===== config.mk =====
export PLATFORM = sky130hd
export DESIGN_NAME = star_plus_net_wirelength
export DESIGN_NICKNAME = d
export VERILOG_FILES = /design/src/rtl/core/spnwl_pkg.sv /design/src/rtl/core/star_plus_net_wirelength.sv /design/src/rtl/core/spnwl_front.sv /design/src/rtl/core/spnwl_fifo.sv /design/src/rtl/core/spnwl_back.sv
export VERILOG_INCLUDE_DIRS = /design/src /design/src/rtl/core
export SDC_FILE = /design/constraint.sdc
export NUM_CORES = 2
export LEC_CHECK = 0
export ABC_AREA = 1
export BUFFER_PORTS_ARGS = -buffer_cell sky130_fd_sc_hd__buf_4
export CAP_MARGIN = 5
export CORE_AREA = 5 5 445 447
export CTS_BUF_LIST = sky130_fd_sc_hd__clkbuf_16
export DETAILED_ROUTE_END_ITERATION = 10
export DIE_AREA = 0 0 450 452
export PLACE_DENSITY = 0.67
export REMOVE_ABC_BUFFERS = 1
export SLEW_MARGIN = 10
export SYNTH_ARGS = -nofsm -noshare
export SYNTH_HDL_FRONTEND = slang
export SYNTH_SLANG_ARGS = --single-unit

===== constraint.sdc =====
create_clock -name clk_i -period 30.3 [get_ports clk_i]
set_input_delay 9.09 -clock clk_i [delete_from_list [all_inputs] [get_ports clk_i]]
set_output_delay 9.09 -clock clk_i [all_outputs]
set_load 0.005 [all_outputs]

===== src/rtl/core/assert_macros.svh =====
// Assertion macros used by the RTL that checks its own invariants.
`ifndef ASSERT_MACROS_SVH
`define ASSERT_MACROS_SVH
`ifndef NO_ASSERTIONS
`define ASSERT_NEVER(label, clk, rst_n, cond) \
  label: assert property (@(posedge clk) disable iff (!rst_n) !(cond)) \
    else $error("assertion failed");
`define ASSERT_IMPLY(label, clk, rst_n, ante, cons) \
  label: assert property (@(posedge clk) disable iff (!rst_n) (ante) |-> (cons)) \
    else $error("assertion failed");
`else
`define ASSERT_NEVER(label, clk, rst_n, cond)
`define ASSERT_IMPLY(label, clk, rst_n, ante, cons)
`endif
`endif


===== src/rtl/core/spnwl_pkg.sv =====
// Shared types and constants of the Star+ wirelength block.
`timescale 1ns / 1ps
package spnwl_pkg;
  localparam int COORD_W   = 16;
  localparam int LEN_W     = 32;
  localparam int TOTAL_W   = 48;
  localparam int PINS_W    = 9;
  localparam int ALPHA_W   = 10;
  localparam int BETA_W    = 16;
  localparam logic [ALPHA_W-1:0] ALPHA_RESET = 10'd256;
  localparam logic [BETA_W-1:0]  BETA_RESET  = 16'd407;
  // register index, taken from paddr[2]
  localparam logic REG_ALPHA = 1'b0;
  localparam logic REG_BETA  = 1'b1;

  typedef enum logic [2:0] {
    ST_IDLE,
    ST_MUL_KQ,
    ST_MUL_SS,
    ST_DIV,
    ST_SQRT,
    ST_SCALE,
    ST_SUM,
    ST_OUT
  } back_state_e;
endpackage


===== src/rtl/core/star_plus_net_wirelength.sv =====
// Pins: one transaction per cycle when the net queue has room; the front adds each pin at once.
// Per net, the back end runs a bit-serial multiply, divide and square root, shared by both axes,
// and takes no new net until the last one's result is in the output register.
// Two closed nets queue ahead of the back end; one finished result waits in the output register.
// Reset (async, active low) clears the accumulators, the running total and the queue;
// alpha_gain returns to 1.0 and beta_offset to 1.59.
`timescale 1ns / 1ps
`include "assert_macros.svh"
module star_plus_net_wirelength import spnwl_pkg::*; #(
  parameter int MAX_PINS = 256
) (
  input  logic        clk_i,
  input  logic        rst_ni,
  input  logic        s_tvalid,
  output logic        s_tready,
  input  logic [31:0] s_tdata,   // pin_x[15:0], pin_y[31:16]
  input  logic        s_tlast,
  output logic        m_tvalid,
  input  logic        m_tready,
  output logic [95:0] m_tdata,   // net_length[31:0], running_total[79:32], pin_total[88:80], zero pad
  output logic        m_tuser,   // pin_overflow[0]
  input  logic        psel,
  input  logic        penable,
  input  logic        pwrite,
  input  logic [2:0]  paddr,
  input  logic [31:0] pwdata,
  output logic [31:0] prdata,
  output logic        pready
);
  localparam int KW   = $clog2(MAX_PINS + 1);
  localparam int SW   = COORD_W + KW;
  localparam int QW   = 2 * COORD_W + KW;
  localparam int RECW = 1 + 2 * QW + 2 * SW + KW;

  logic [ALPHA_W-1:0] alpha_q;
  logic [BETA_W-1:0]  beta_q;
  logic               acc_in, push, pop, full, empty;
  logic [RECW-1:0]    rec_w, rec_r;
  logic [LEN_W-1:0]   len;
  logic [TOTAL_W-1:0] total;
  logic [PINS_W-1:0]  pins;

  assign pready = 1'b1;

  always_ff @(posedge clk_i or negedge rst_ni) begin
    if (!rst_ni) begin
      alpha_q <= ALPHA_RESET;
      beta_q  <= BETA_RESET;
    end else if (psel && penable && pwrite && pready) begin
      case (paddr[2])
        REG_ALPHA: alpha_q <= pwdata[ALPHA_W-1:0];
        REG_BETA:  beta_q  <= pwdata[BETA_W-1:0];
        default: ;
      endcase
    end
  end

  always_comb begin
    case (paddr[2])
      REG_ALPHA: prdata = 32'(alpha_q);
      REG_BETA:  prdata = 32'(beta_q);
      default:   prdata = '0;
    endcase
  end

  assign s_tready = ~full;
  assign acc_in   = s_tvalid & s_tready;

  spnwl_front #(
    .MAX_PINS(MAX_PINS), .KW(KW), .SW(SW), .QW(QW), .RECW(RECW)
  ) u_front (
    .clk_i  (clk_i),
    .rst_ni (rst_ni),
    .valid_i(acc_in),
    .last_i (s_tlast),
    .x_i    (s_tdata[15:0]),
    .y_i    (s_tdata[31:16]),
    .push_o (push),
    .rec_o  (rec_w)
  );

  spnwl_fifo #(.WIDTH(RECW)) u_fifo (
    .clk_i  (clk_i),
    .rst_ni (rst_ni),
    .push_i (push),
    .wdata_i(rec_w),
    .pop_i  (pop),
    .rdata_o(rec_r),
    .full_o (full),
    .empty_o(empty)
  );

  spnwl_back #(.KW(KW), .SW(SW), .QW(QW), .RECW(RECW)) u_back (
    .clk_i      (clk_i),
    .rst_ni     (rst_ni),
    .alpha_i    (alpha_q),
    .beta_i     (beta_q),
    .rec_valid_i(~empty),
    .rec_i      (rec_r),
    .pop_o      (pop),
    .valid_o    (m_tvalid),
    .ready_i    (m_tready),
    .len_o      (len),
    .total_o    (total),
    .pins_o     (pins),
    .ovf_o      (m_tuser)
  );

  assign m_tdata = {7'b0, pins, total, len};

  `ASSERT_NEVER(a_no_push_full, clk_i, rst_ni, push && full)
  `ASSERT_NEVER(a_no_pop_empty, clk_i, rst_ni, pop && empty)
  `ASSERT_IMPLY(a_total_covers_len, clk_i, rst_ni, m_tvalid, total >= TOTAL_W'(len))
endmodule


===== src/rtl/core/spnwl_front.sv =====
// Front end: accumulates pin count, sums and sums of squares per net.
`timescale 1ns / 1ps
module spnwl_front import spnwl_pkg::*; #(
  parameter int MAX_PINS = 256,
  parameter int KW       = 9,
  parameter int SW       = 25,
  parameter int QW       = 41,
  parameter int RECW     = 1 + 2 * 41 + 2 * 25 + 9
) (
  input  logic               clk_i,
  input  logic               rst_ni,
  input  logic               valid_i,
  input  logic               last_i,
  input  logic [COORD_W-1:0] x_i,
  input  logic [COORD_W-1:0] y_i,
  output logic               push_o,
  output logic [RECW-1:0]    rec_o
);
  logic [KW-1:0] cnt_q, cnt_d, cnt_n;
  logic [SW-1:0] sx_q, sx_d, sx_n, sy_q, sy_d, sy_n;
  logic [QW-1:0] qx_q, qx_d, qx_n, qy_q, qy_d, qy_n;
  logic          ovf_q, ovf_d, ovf_n;
  logic          room;
  logic [2*COORD_W-1:0] xsq, ysq;

  assign room = cnt_q < KW'(MAX_PINS);
  assign xsq  = x_i * x_i;
  assign ysq  = y_i * y_i;

  always_comb begin
    cnt_n = room ? cnt_q + KW'(1) : cnt_q;
    sx_n  = room ? sx_q + SW'(x_i) : sx_q;
    sy_n  = room ? sy_q + SW'(y_i) : sy_q;
    qx_n  = room ? qx_q + QW'(xsq) : qx_q;
    qy_n  = room ? qy_q + QW'(ysq) : qy_q;
    ovf_n = ovf_q | ~room;
    cnt_d = cnt_q;
    sx_d  = sx_q;
    sy_d  = sy_q;
    qx_d  = qx_q;
    qy_d  = qy_q;
    ovf_d = ovf_q;
    if (valid_i) begin
      if (last_i) begin
        // net closed: clear for the next one
        cnt_d = '0;
        sx_d  = '0;
        sy_d  = '0;
        qx_d  = '0;
        qy_d  = '0;
        ovf_d = 1'b0;
      end else begin
        cnt_d = cnt_n;
        sx_d  = sx_n;
        sy_d  = sy_n;
        qx_d  = qx_n;
        qy_d  = qy_n;
        ovf_d = ovf_n;
      end
    end
  end

  assign push_o = valid_i & last_i;
  assign rec_o  = {ovf_n, qy_n, qx_n, sy_n, sx_n, cnt_n};

  always_ff @(posedge clk_i or negedge rst_ni) begin
    if (!rst_ni) begin
      cnt_q <= '0;
      sx_q  <= '0;
      sy_q  <= '0;
      qx_q  <= '0;
      qy_q  <= '0;
      ovf_q <= 1'b0;
    end else begin
      cnt_q <= cnt_d;
      sx_q  <= sx_d;
      sy_q  <= sy_d;
      qx_q  <= qx_d;
      qy_q  <= qy_d;
      ovf_q <= ovf_d;
    end
  end
endmodule


===== src/rtl/core/spnwl_fifo.sv =====
// Two-entry queue of closed nets between the front and back ends.
`timescale 1ns / 1ps
module spnwl_fifo #(
  parameter int WIDTH = 8
) (
  input  logic             clk_i,
  input  logic             rst_ni,
  input  logic             push_i,
  input  logic [WIDTH-1:0] wdata_i,
  input  logic             pop_i,
  output logic [WIDTH-1:0] rdata_o,
  output logic             full_o,
  output logic             empty_o
);
  logic [WIDTH-1:0] mem_q [2];
  logic       wr_q, rd_q;
  logic [1:0] cnt_q;

  assign full_o  = cnt_q == 2'd2;
  assign empty_o = cnt_q == 2'd0;
  assign rdata_o = mem_q[rd_q];

  always_ff @(posedge clk_i) begin
    if (push_i) begin
      mem_q[wr_q] <= wdata_i;
    end
  end

  always_ff @(posedge clk_i or negedge rst_ni) begin
    if (!rst_ni) begin
      wr_q  <= 1'b0;
      rd_q  <= 1'b0;
      cnt_q <= 2'd0;
    end else begin
      if (push_i) wr_q <= ~wr_q;
      if (pop_i) rd_q <= ~rd_q;
      cnt_q <= cnt_q + {1'b0, push_i} - {1'b0, pop_i};
    end
  end
endmodule


===== src/rtl/core/spnwl_back.sv =====
// Back end: per-net variance, root and scaling on shared serial units.
`timescale 1ns / 1ps
module spnwl_back import spnwl_pkg::*; #(
  parameter int KW   = 9,
  parameter int SW   = 25,
  parameter int QW   = 41,
  parameter int RECW = 1 + 2 * 41 + 2 * 25 + 9
) (
  input  logic               clk_i,
  input  logic               rst_ni,
  input  logic [ALPHA_W-1:0] alpha_i,
  input  logic [BETA_W-1:0]  beta_i,
  input  logic               rec_valid_i,
  input  logic [RECW-1:0]    rec_i,
  output logic               pop_o,
  output logic               valid_o,
  input  logic               ready_i,
  output logic [LEN_W-1:0]   len_o,
  output logic [TOTAL_W-1:0] total_o,
  output logic [PINS_W-1:0]  pins_o,
  output logic               ovf_o
);
  localparam int PW   = KW + QW;
  localparam int DW   = PW + 16;
  localparam int RW   = DW + 2;
  localparam int HW   = RW / 2;
  localparam int SRW  = HW + 3;
  localparam int AXW  = HW + 2;
  localparam int SUMW = (AXW + 1 > LEN_W + 1) ? AXW + 1 : LEN_W + 1;
  localparam int CW   = $clog2(DW + 1);

  back_state_e state_q, state_d;
  logic [KW-1:0]  k_q, k_d;
  logic [SW-1:0]  sx_q, sx_d, sy_q, sy_d;
  logic [QW-1:0]  qx_q, qx_d, qy_q, qy_d;
  logic           rovf_q, rovf_d;
  logic           axis_q, axis_d;
  logic [CW-1:0]  cnt_q, cnt_d;
  logic [PW-1:0]  mul_a_q, mul_a_d, acc_q, acc_d, prod_q, prod_d;
  logic [SW-1:0]  mul_b_q, mul_b_d;
  logic [DW-1:0]  dvd_q, dvd_d;
  logic [KW-1:0]  rem_q, rem_d;
  logic [RW-1:0]  rad_q, rad_d;
  logic [HW-1:0]  root_q, root_d;
  logic [SRW-1:0] srem_q, srem_d;
  logic [AXW-1:0] ax0_q, ax0_d, ax1_q, ax1_d;
  logic [LEN_W-1:0]   len_q, len_d;
  logic [TOTAL_W-1:0] total_q, total_d;
  logic               valid_q, valid_d;
  logic [LEN_W-1:0]   olen_q, olen_d;
  logic [PINS_W-1:0]  pins_q, pins_d;
  logic               ovf_q, ovf_d;

  logic [KW-1:0] rk;
  logic [SW-1:0] rsx, rsy;
  logic [QW-1:0] rqx, rqy;
  logic          rovf;
  logic [SW-1:0] s_sel;
  logic [QW-1:0] q_sel;
  logic [PW-1:0] acc_step, vdiff;
  logic [KW:0]   rem_sh, rem_sub;
  logic          dge;
  logic [SRW-1:0] srem_sh, trial;
  logic           sge;
  logic [HW+ALPHA_W-1:0] scaled;
  logic [SUMW-1:0] sum_w;
  logic [TOTAL_W:0] tot_w;

  assign {rovf, rqy, rqx, rsy, rsx, rk} = rec_i;
  assign s_sel    = axis_q ? sy_q : sx_q;
  assign q_sel    = axis_q ? qy_q : qx_q;
  assign acc_step = mul_b_q[0] ? acc_q + mul_a_q : acc_q;
  assign vdiff    = (prod_q > acc_step) ? prod_q - acc_step : '0;
  assign rem_sh   = {rem_q, dvd_q[DW-1]};
  // zero pins would divide by zero; the numerator is zero then as well
  assign dge      = (k_q != '0) && (rem_sh >= {1'b0, k_q});
  assign rem_sub  = dge ? rem_sh - {1'b0, k_q} : rem_sh;
  assign srem_sh  = {srem_q[SRW-3:0], rad_q[RW-1:RW-2]};
  assign trial    = SRW'({root_q, 2'b01});
  assign sge      = srem_sh >= trial;
  assign scaled   = root_q * alpha_i;
  assign sum_w    = SUMW'(ax0_q) + SUMW'(ax1_q);
  assign tot_w    = {1'b0, total_q} + (TOTAL_W + 1)'(len_q);

  always_comb begin
    state_d = state_q;
    k_d = k_q; sx_d = sx_q; sy_d = sy_q; qx_d = qx_q; qy_d = qy_q;
    rovf_d = rovf_q;
    axis_d = axis_q;
    cnt_d = cnt_q;
    mul_a_d = mul_a_q; mul_b_d = mul_b_q; acc_d = acc_q; prod_d = prod_q;
    dvd_d = dvd_q; rem_d = rem_q;
    rad_d = rad_q; root_d = root_q; srem_d = srem_q;
    ax0_d = ax0_q; ax1_d = ax1_q;
    len_d = len_q; total_d = total_q;
    valid_d = valid_q & ~ready_i;
    olen_d = olen_q; pins_d = pins_q; ovf_d = ovf_q;
    pop_o = 1'b0;
    case (state_q)
      ST_IDLE: begin
        if (rec_valid_i) begin
          pop_o = 1'b1;
          k_d = rk; sx_d = rsx; sy_d = rsy; qx_d = rqx; qy_d = rqy;
          rovf_d = rovf;
          axis_d = 1'b0;
          mul_a_d = PW'(rqx);
          mul_b_d = SW'(rk);
          acc_d = '0;
          cnt_d = CW'(KW);
          state_d = ST_MUL_KQ;
        end
      end
      ST_MUL_KQ: begin
        acc_d = acc_step;
        mul_a_d = mul_a_q << 1;
        mul_b_d = mul_b_q >> 1;
        cnt_d = cnt_q - CW'(1);
        if (cnt_q == CW'(1)) begin
          prod_d = acc_step;
          mul_a_d = PW'(s_sel);
          mul_b_d = s_sel;
          acc_d = '0;
          cnt_d = CW'(SW);
          state_d = ST_MUL_SS;
        end
      end
      ST_MUL_SS: begin
        acc_d = acc_step;
        mul_a_d = mul_a_q << 1;
        mul_b_d = mul_b_q >> 1;
        cnt_d = cnt_q - CW'(1);
        if (cnt_q == CW'(1)) begin
          // scaled by 2^16 so the quotient carries the fraction bits
          dvd_d = {vdiff, 16'b0};
          rem_d = '0;
          cnt_d = CW'(DW);
          state_d = ST_DIV;
        end
      end
      ST_DIV: begin
        rem_d = rem_sub[KW-1:0];
        dvd_d = {dvd_q[DW-2:0], dge};
        cnt_d = cnt_q - CW'(1);
        if (cnt_q == CW'(1)) begin
          rad_d = RW'({dvd_q[DW-2:0], dge}) + RW'({beta_i, 8'b0});
          root_d = '0;
          srem_d = '0;
          cnt_d = CW'(HW);
          state_d = ST_SQRT;
        end
      end
      ST_SQRT: begin
        srem_d = sge ? srem_sh - trial : srem_sh;
        root_d = {root_q[HW-2:0], sge};
        rad_d = rad_q << 2;
        cnt_d = cnt_q - CW'(1);
        if (cnt_q == CW'(1)) state_d = ST_SCALE;
      end
      ST_SCALE: begin
        if (axis_q) begin
          ax1_d = scaled[HW+ALPHA_W-1:8];
          state_d = ST_SUM;
        end else begin
          ax0_d = scaled[HW+ALPHA_W-1:8];
          axis_d = 1'b1;
          mul_a_d = PW'(qy_q);
          mul_b_d = SW'(k_q);
          acc_d = '0;
          cnt_d = CW'(KW);
          state_d = ST_MUL_KQ;
        end
      end
      ST_SUM: begin
        len_d = (sum_w > SUMW'(33'h0FFFFFFFF)) ? '1 : sum_w[LEN_W-1:0];
        state_d = ST_OUT;
      end
      ST_OUT: begin
        // wait for the output register to drain
        if (!valid_q || ready_i) begin
          total_d = tot_w[TOTAL_W] ? '1 : tot_w[TOTAL_W-1:0];
          olen_d = len_q;
          pins_d = PINS_W'(k_q);
          ovf_d = rovf_q;
          valid_d = 1'b1;
          state_d = ST_IDLE;
        end
      end
      default: state_d = ST_IDLE;
    endcase
  end

  always_ff @(posedge clk_i or negedge rst_ni) begin
    if (!rst_ni) begin
      state_q <= ST_IDLE;
      total_q <= '0;
      valid_q <= 1'b0;
    end else begin
      state_q <= state_d;
      total_q <= total_d;
      valid_q <= valid_d;
    end
  end

  always_ff @(posedge clk_i) begin
    k_q <= k_d; sx_q <= sx_d; sy_q <= sy_d; qx_q <= qx_d; qy_q <= qy_d;
    rovf_q <= rovf_d;
    axis_q <= axis_d;
    cnt_q <= cnt_d;
    mul_a_q <= mul_a_d; mul_b_q <= mul_b_d; acc_q <= acc_d; prod_q <= prod_d;
    dvd_q <= dvd_d; rem_q <= rem_d;
    rad_q <= rad_d; root_q <= root_d; srem_q <= srem_d;
    ax0_q <= ax0_d; ax1_q <= ax1_d;
    len_q <= len_d;
    olen_q <= olen_d; pins_q <= pins_d; ovf_q <= ovf_d;
  end

  assign valid_o = valid_q;
  assign len_o   = olen_q;
  assign total_o = total_q;
  assign pins_o  = pins_q;
  assign ovf_o   = ovf_q;
endmodule


## Yosys cells after proc, flatten, opt, wreduce, memory -nomap -nowiden

Memories as Yosys holds them, arrays and structs flattened.
Cells that the tools add are included.

| word-level totals | value |
|---|---|
| register bits | 866 |
| RAM bits | 284 |
| input port bits | 75 |
| output and inout bits | 132 |
| logic and storage cells | 176 |
| memories | 1 |

| cells by class | value |
|---|---|
| add/sub/neg operators | 15 |
| multipliers | 3 |
| $lt $le $gt $ge | 5 |
| equal/unequal tests | 16 |
| mux-type cells | 62 |
| bitwise logic cells | 12 |
| reductions and logical operators | 26 |

Memory list:

| name | depth | width | read ports | clocked after Yosys merged registers in | wr ports | RTL line | source |
|---|---|---|---|---|---|---|---|
| u_fifo.mem_q | 2 | 142 | 1 | 0 | 1 | spnwl_fifo.sv:15 | `logic [WIDTH-1:0] mem_q [2];` |

Operators with widths:

| kind | count |
|---|---|
| $mux W50 | 8 |
| $pmux W50 S4 | 2 |
| $mux W25 | 8 |
| $mux W41 | 4 |
| $pmux W68 S2 | 1 |
| $pmux W66 S2 | 1 |
| $pmux W25 S4 | 1 |
| $add A41 B32 Y41 | 2 |
| $mux W35 | 2 |
| $pmux W35 S2 | 1 |
| $mux W68 | 1 |
| $pmux W34 S2 | 1 |
| $add A66 B24 Y67 | 1 |
| $mux W66 | 1 |
| $mul A16 B16 Y32 | 2 |
| $pmux W32 S2 | 1 |
| $add A25 B16 Y25 | 2 |
| $add A50 B50 Y50 | 1 |
| $gt A50 B50 Y1 | 1 |
| $sub A50 B50 Y50 | 1 |
| $add A48 B32 Y49 | 1 |
| $mux W48 | 1 |
| $mul A34 B10 Y44 | 1 |
| $pmux W7 S6 | 1 |
| 41 further kinds | 93 |

## Logic depth before layout (Yosys ltp)

| depth | value |
|---|---|
| word-level depth | 6 |
| gate-level depth with buffers | 31 |
| mapped depth without buffers | 31 |

## Modules after synthesis

From an unflattened synthesis, not the netlist that was laid out.

| unflattened totals | value |
|---|---|
| cells, all modules | 11299 |
| area total of the unflattened synthesis | 93427.1 µm² |

Modules (own cells, without submodules):

| module | times used | cells an instance | area an instance (µm²) | sequential area each (µm²) |
|---|---|---|---|---|
| spnwl_back | 1 | 6203 | 52275.1 | 20579.7 |
| spnwl_front | 1 | 4138 | 28537.4 | 3553.4 |
| spnwl_fifo | 1 | 767 | 11167.0 | 8628.3 |
| star_plus_net_wirelength | 1 | 191 | 1447.6 | 659.4 |

## Least setup slack after synthesis

Ideal clock, no wire load.

| timing | value |
|---|---|
| path kind | input port to output port |
| start | input port paddr[2] |
| end | output port prdata[6] |
| data arrival time | 9.778 ns |
| data required time | 21.210 ns |
| setup slack | 11.432 ns |
| cell stages on the path | 4 |
| path buffers | 2 |
| cell sequence | clkbuf_1 -> buf_1 -> nand2_1 -> nand2_1 |

| between the ends | value |
|---|---|
| word-level cells in the longest chain between the ends | 2 |

RTL lines:

| element | RTL line | source |
|---|---|---|
| start: declaration | star_plus_net_wirelength.sv:25 | `input logic [2:0] paddr,` |
| $not A1 Y1 (no source line) | n/a |  |
| $pmux W32 S2 * | star_plus_net_wirelength.sv:59 | `case (paddr[2])` |
| end: declaration | star_plus_net_wirelength.sv:27 | `output logic [31:0] prdata,` |

Every way passes the cells marked *; elsewhere a longest branch is shown, timed or not. The select of a mux whose other input is x is not followed.

## Final worst setup path

| timing | value |
|---|---|
| start | input port paddr[2] |
| end | output port prdata[2] |

The elaborated chain is that of the path after synthesis.

==> run metrics <==
die footprint=203,000 µm²; outcome=finished clean; root buffer cell=clkbuf_16; Mapped Area=96,000 µm²; H-tree depth=4; XOR/XNOR share of the synthesized area=1.94%; MaxCap Viol Count=0; row cnt=162; largest net degree at the start of global routing=110; share of layout cells above drive strength 1=4.82%; hold path cells=0; final setup TNS=0 ns; r2r worst-path depth=19; clk sinks=1,150; Largest stage delay, worst path=0.29 ns; core area=194,000 µm²; RSZ-0062 raised after global routing=false; I/O Buffers=164; hold buffer count at CTS=0; DRC Markers=0; cell family with most CP delay=buffers and inverters; mux share of post-synthesis cell area=0.0938%; Adder-Cell Fraction of Synth Area=20.9%; post-CTS resize count=0; endpoints failing setup=0; Slowest cell on crit path=clkinv_1; Hold Path Origin=u_back.rovf_q; WS Path Type=in2out; I/O pin cnt=207; CP startpoint kind=input port; Die Y=452 µm; via count=79,700; Iteration-0 DRC Markers=6,725; Commonest cells post-synth=3,619 x nand2_1, 2,274 x inv_1, 1,019 x nor2_1; distinct cell type count after synthesis=70; Top FF cell, synth=edfxtp_1; CP Cell Sequence=buf_4 > clkinv_1 > nand2_1 > nand2_1 > buf_4; largest family of logic cells by synthesized area=simple AND/OR/NAND/NOR gates; routed wire length=291 mm; GRT Overall Usage=28.3%; clock buffer depth=3; Worst EP arrival=9.93 ns; Hold Crit Class=reg2reg; area delta synth->final=8.33%; antenna violations before repair=0; final net count=13,500; Synth warnings=0; FF-to-FF Start=alpha_q[2]; Worst Tran Pin Value=1.19 ns; Fillers=18,300; GRT overflow=0; post-CTS setup buffers=0; Clk pin slew, worst setup/hold paths=0.06 ns; CTS tree=yes; Synth Area in Simple Gates=23.9%; Post-synth EDFFs=926; Seq cells post-synth=1,150; number of antenna-violating nets in the routed design=0; post-synth top area share=29.0%; r2r setup slk=23.93 ns; vias in the first global route=79,000; Hold Path Sink=u_back.ovf_o; post-synthesis cell count=12,200; routability cong.=0.957; Yosys top cell by area=edfxtp_1; WP buf/inv=3; Seq/Total Area, Yosys=34.8%; DP HPWL=230 mm; Clock Skews=0.0481 ns; Final Hold Violating Endpoints=0; critical path endpoint category=output pin; Initial DRT Pass Iterations=6; vias per cell=5.37; reg-to-reg endpoint=u_back.ax0_q[29]; Die W=450 µm; CP Data Required Time=21.21 ns; total CTS buffers=135; CP Max Fanout=19; clk_lat worst skew=0.81 ns; compound-cell area share of the yosys netlist=7.84%; Synth async-reset ratio=19.5%; fmax=0.0526 GHz; Slew Limit Headroom=20.4%; synth top area cells=edfxtp_1 29%, nand2_1 14%, fa_1 14%, inv_1 8.9%, ha_1 7.3%; WL/cell=19.6 µm; fin crit share=62.8%; top-count cell post-synth=nand2_1; syn avg cell area=7.88 µm²; Starting Density=49.6%; Period minus WS final=19.02 ns; max-slew violation count=0; first-pass GRT wire length=451 mm
[sequential cells by signal (all words and copies together), names as in the netlist, 41 cells and up]
name and count:
u_back.mul_a_q 50, u_back.acc_q 50, u_back.qy_q 41, u_back.total_o 48
u_back.rad_q 68, u_fifo.mem_q 284, u_back.dvd_q 66, u_back.prod_q 50
u_front.qx_q 41, u_front.qy_q 41
[stage by stage]
stage / setup slack (ns) / instance area [µm²] / hold slack [ns] / utilization [%] / instances
finish: 11.28 / 104000 / 0.424 / 53.7 / 14900
global route: 11.16 / 104000 / 0.438 / 53.7 / 14900
CTS: 11.29 / 104000 / 0.426 / 53.7 / 14900
detailed placement: 11.29 / 99400 / 0.411 / 51.3 / 14600
global placement: 11.31 / 99400 / 0.422 / 51.3 / 14600
floorplan: 11.80 / 94500 / 0.400 / - / 11800
[kinds of logic (layout without fill, tap and decap cells)]
logic type | Yosys count | after routing
xor gates and xnor gates | 213 | 213
buffers and inverters | 2648 | 2744
and+or+nand+nor | 5625 | 5625
muxes | 8 | 8
AOI/OAI and AO/OA | 1334 | 1334
other | 2 | 25
adders and majority gates | 1211 | 1211
DFF | 1150 | 1150
[worst max path at each step]
stage,endpoint,cells after the start,startpoint
floorplan,prdata[2],3,paddr[2]
global placement,prdata[8],5,paddr[2]
detailed placement,prdata[3],5,paddr[2]
CTS,prdata[3],5,paddr[2]
global route,prdata[3],5,paddr[2]
finish,prdata[2],5,paddr[2]
[placed cells by master (no fill, tap or decap), types with 109 or more instances in the layout]
master / count
a21oi_1: 460
buf_4: 210
clkbuf_16: 136
dfrtp_1: 212
edfxtp_1: 926
fa_1: 649
ha_1: 562
inv_1: 2294
nand2_1: 3618
nand3_1: 519
nand4_1: 165
nor2_1: 1008
nor3_1: 109
o21ai_0: 507
[area by class of cell]
type                            instances  area [µm²]  share of cell area [%]
Multi-Input combinational cell       8415       52600                    50.6
Sequential cell                      1150       33400                    32.1
Inverter                             2284        8590                    8.25
Clock buffer                          136        3400                    3.27
Tap cell                             2542        3180                    3.06
Timing Repair Buffer                  211        1590                    1.53
Clock inverter                        113        1200                    1.16
Antenna cell                            1        2.50                 0.00241
[worst reg2reg max path: stages, from the launching register on]
cell,delay [ns]
dfrtp_2,0.99
nand2_1,0.22
fa_1,0.56
inv_1,0.05
fa_1,0.49
inv_1,0.05
fa_1,0.53
inv_1,0.06
fa_1,0.55
fa_1,0.45
ha_1,0.40
nand2_1,0.11
nor2_1,0.15
inv_1,0.07
nor2_1,0.13
inv_1,0.07
nor4_1,0.46
nand3_1,0.17
nand3_1,0.17
xor2_1,0.43
[per-layer routing]
layer	wire (µm)	track usage (%)	share of wire (%)
met5	0	0	0
met1	123000	37.0	42
met2	142000	49.1	49
met4	9700	9.08	3.3
met3	15600	3.45	5.4
Power is left out: the tool's default activity adds up to more than one toggle a clock period on the data nets, which glitch-free logic cannot reach.
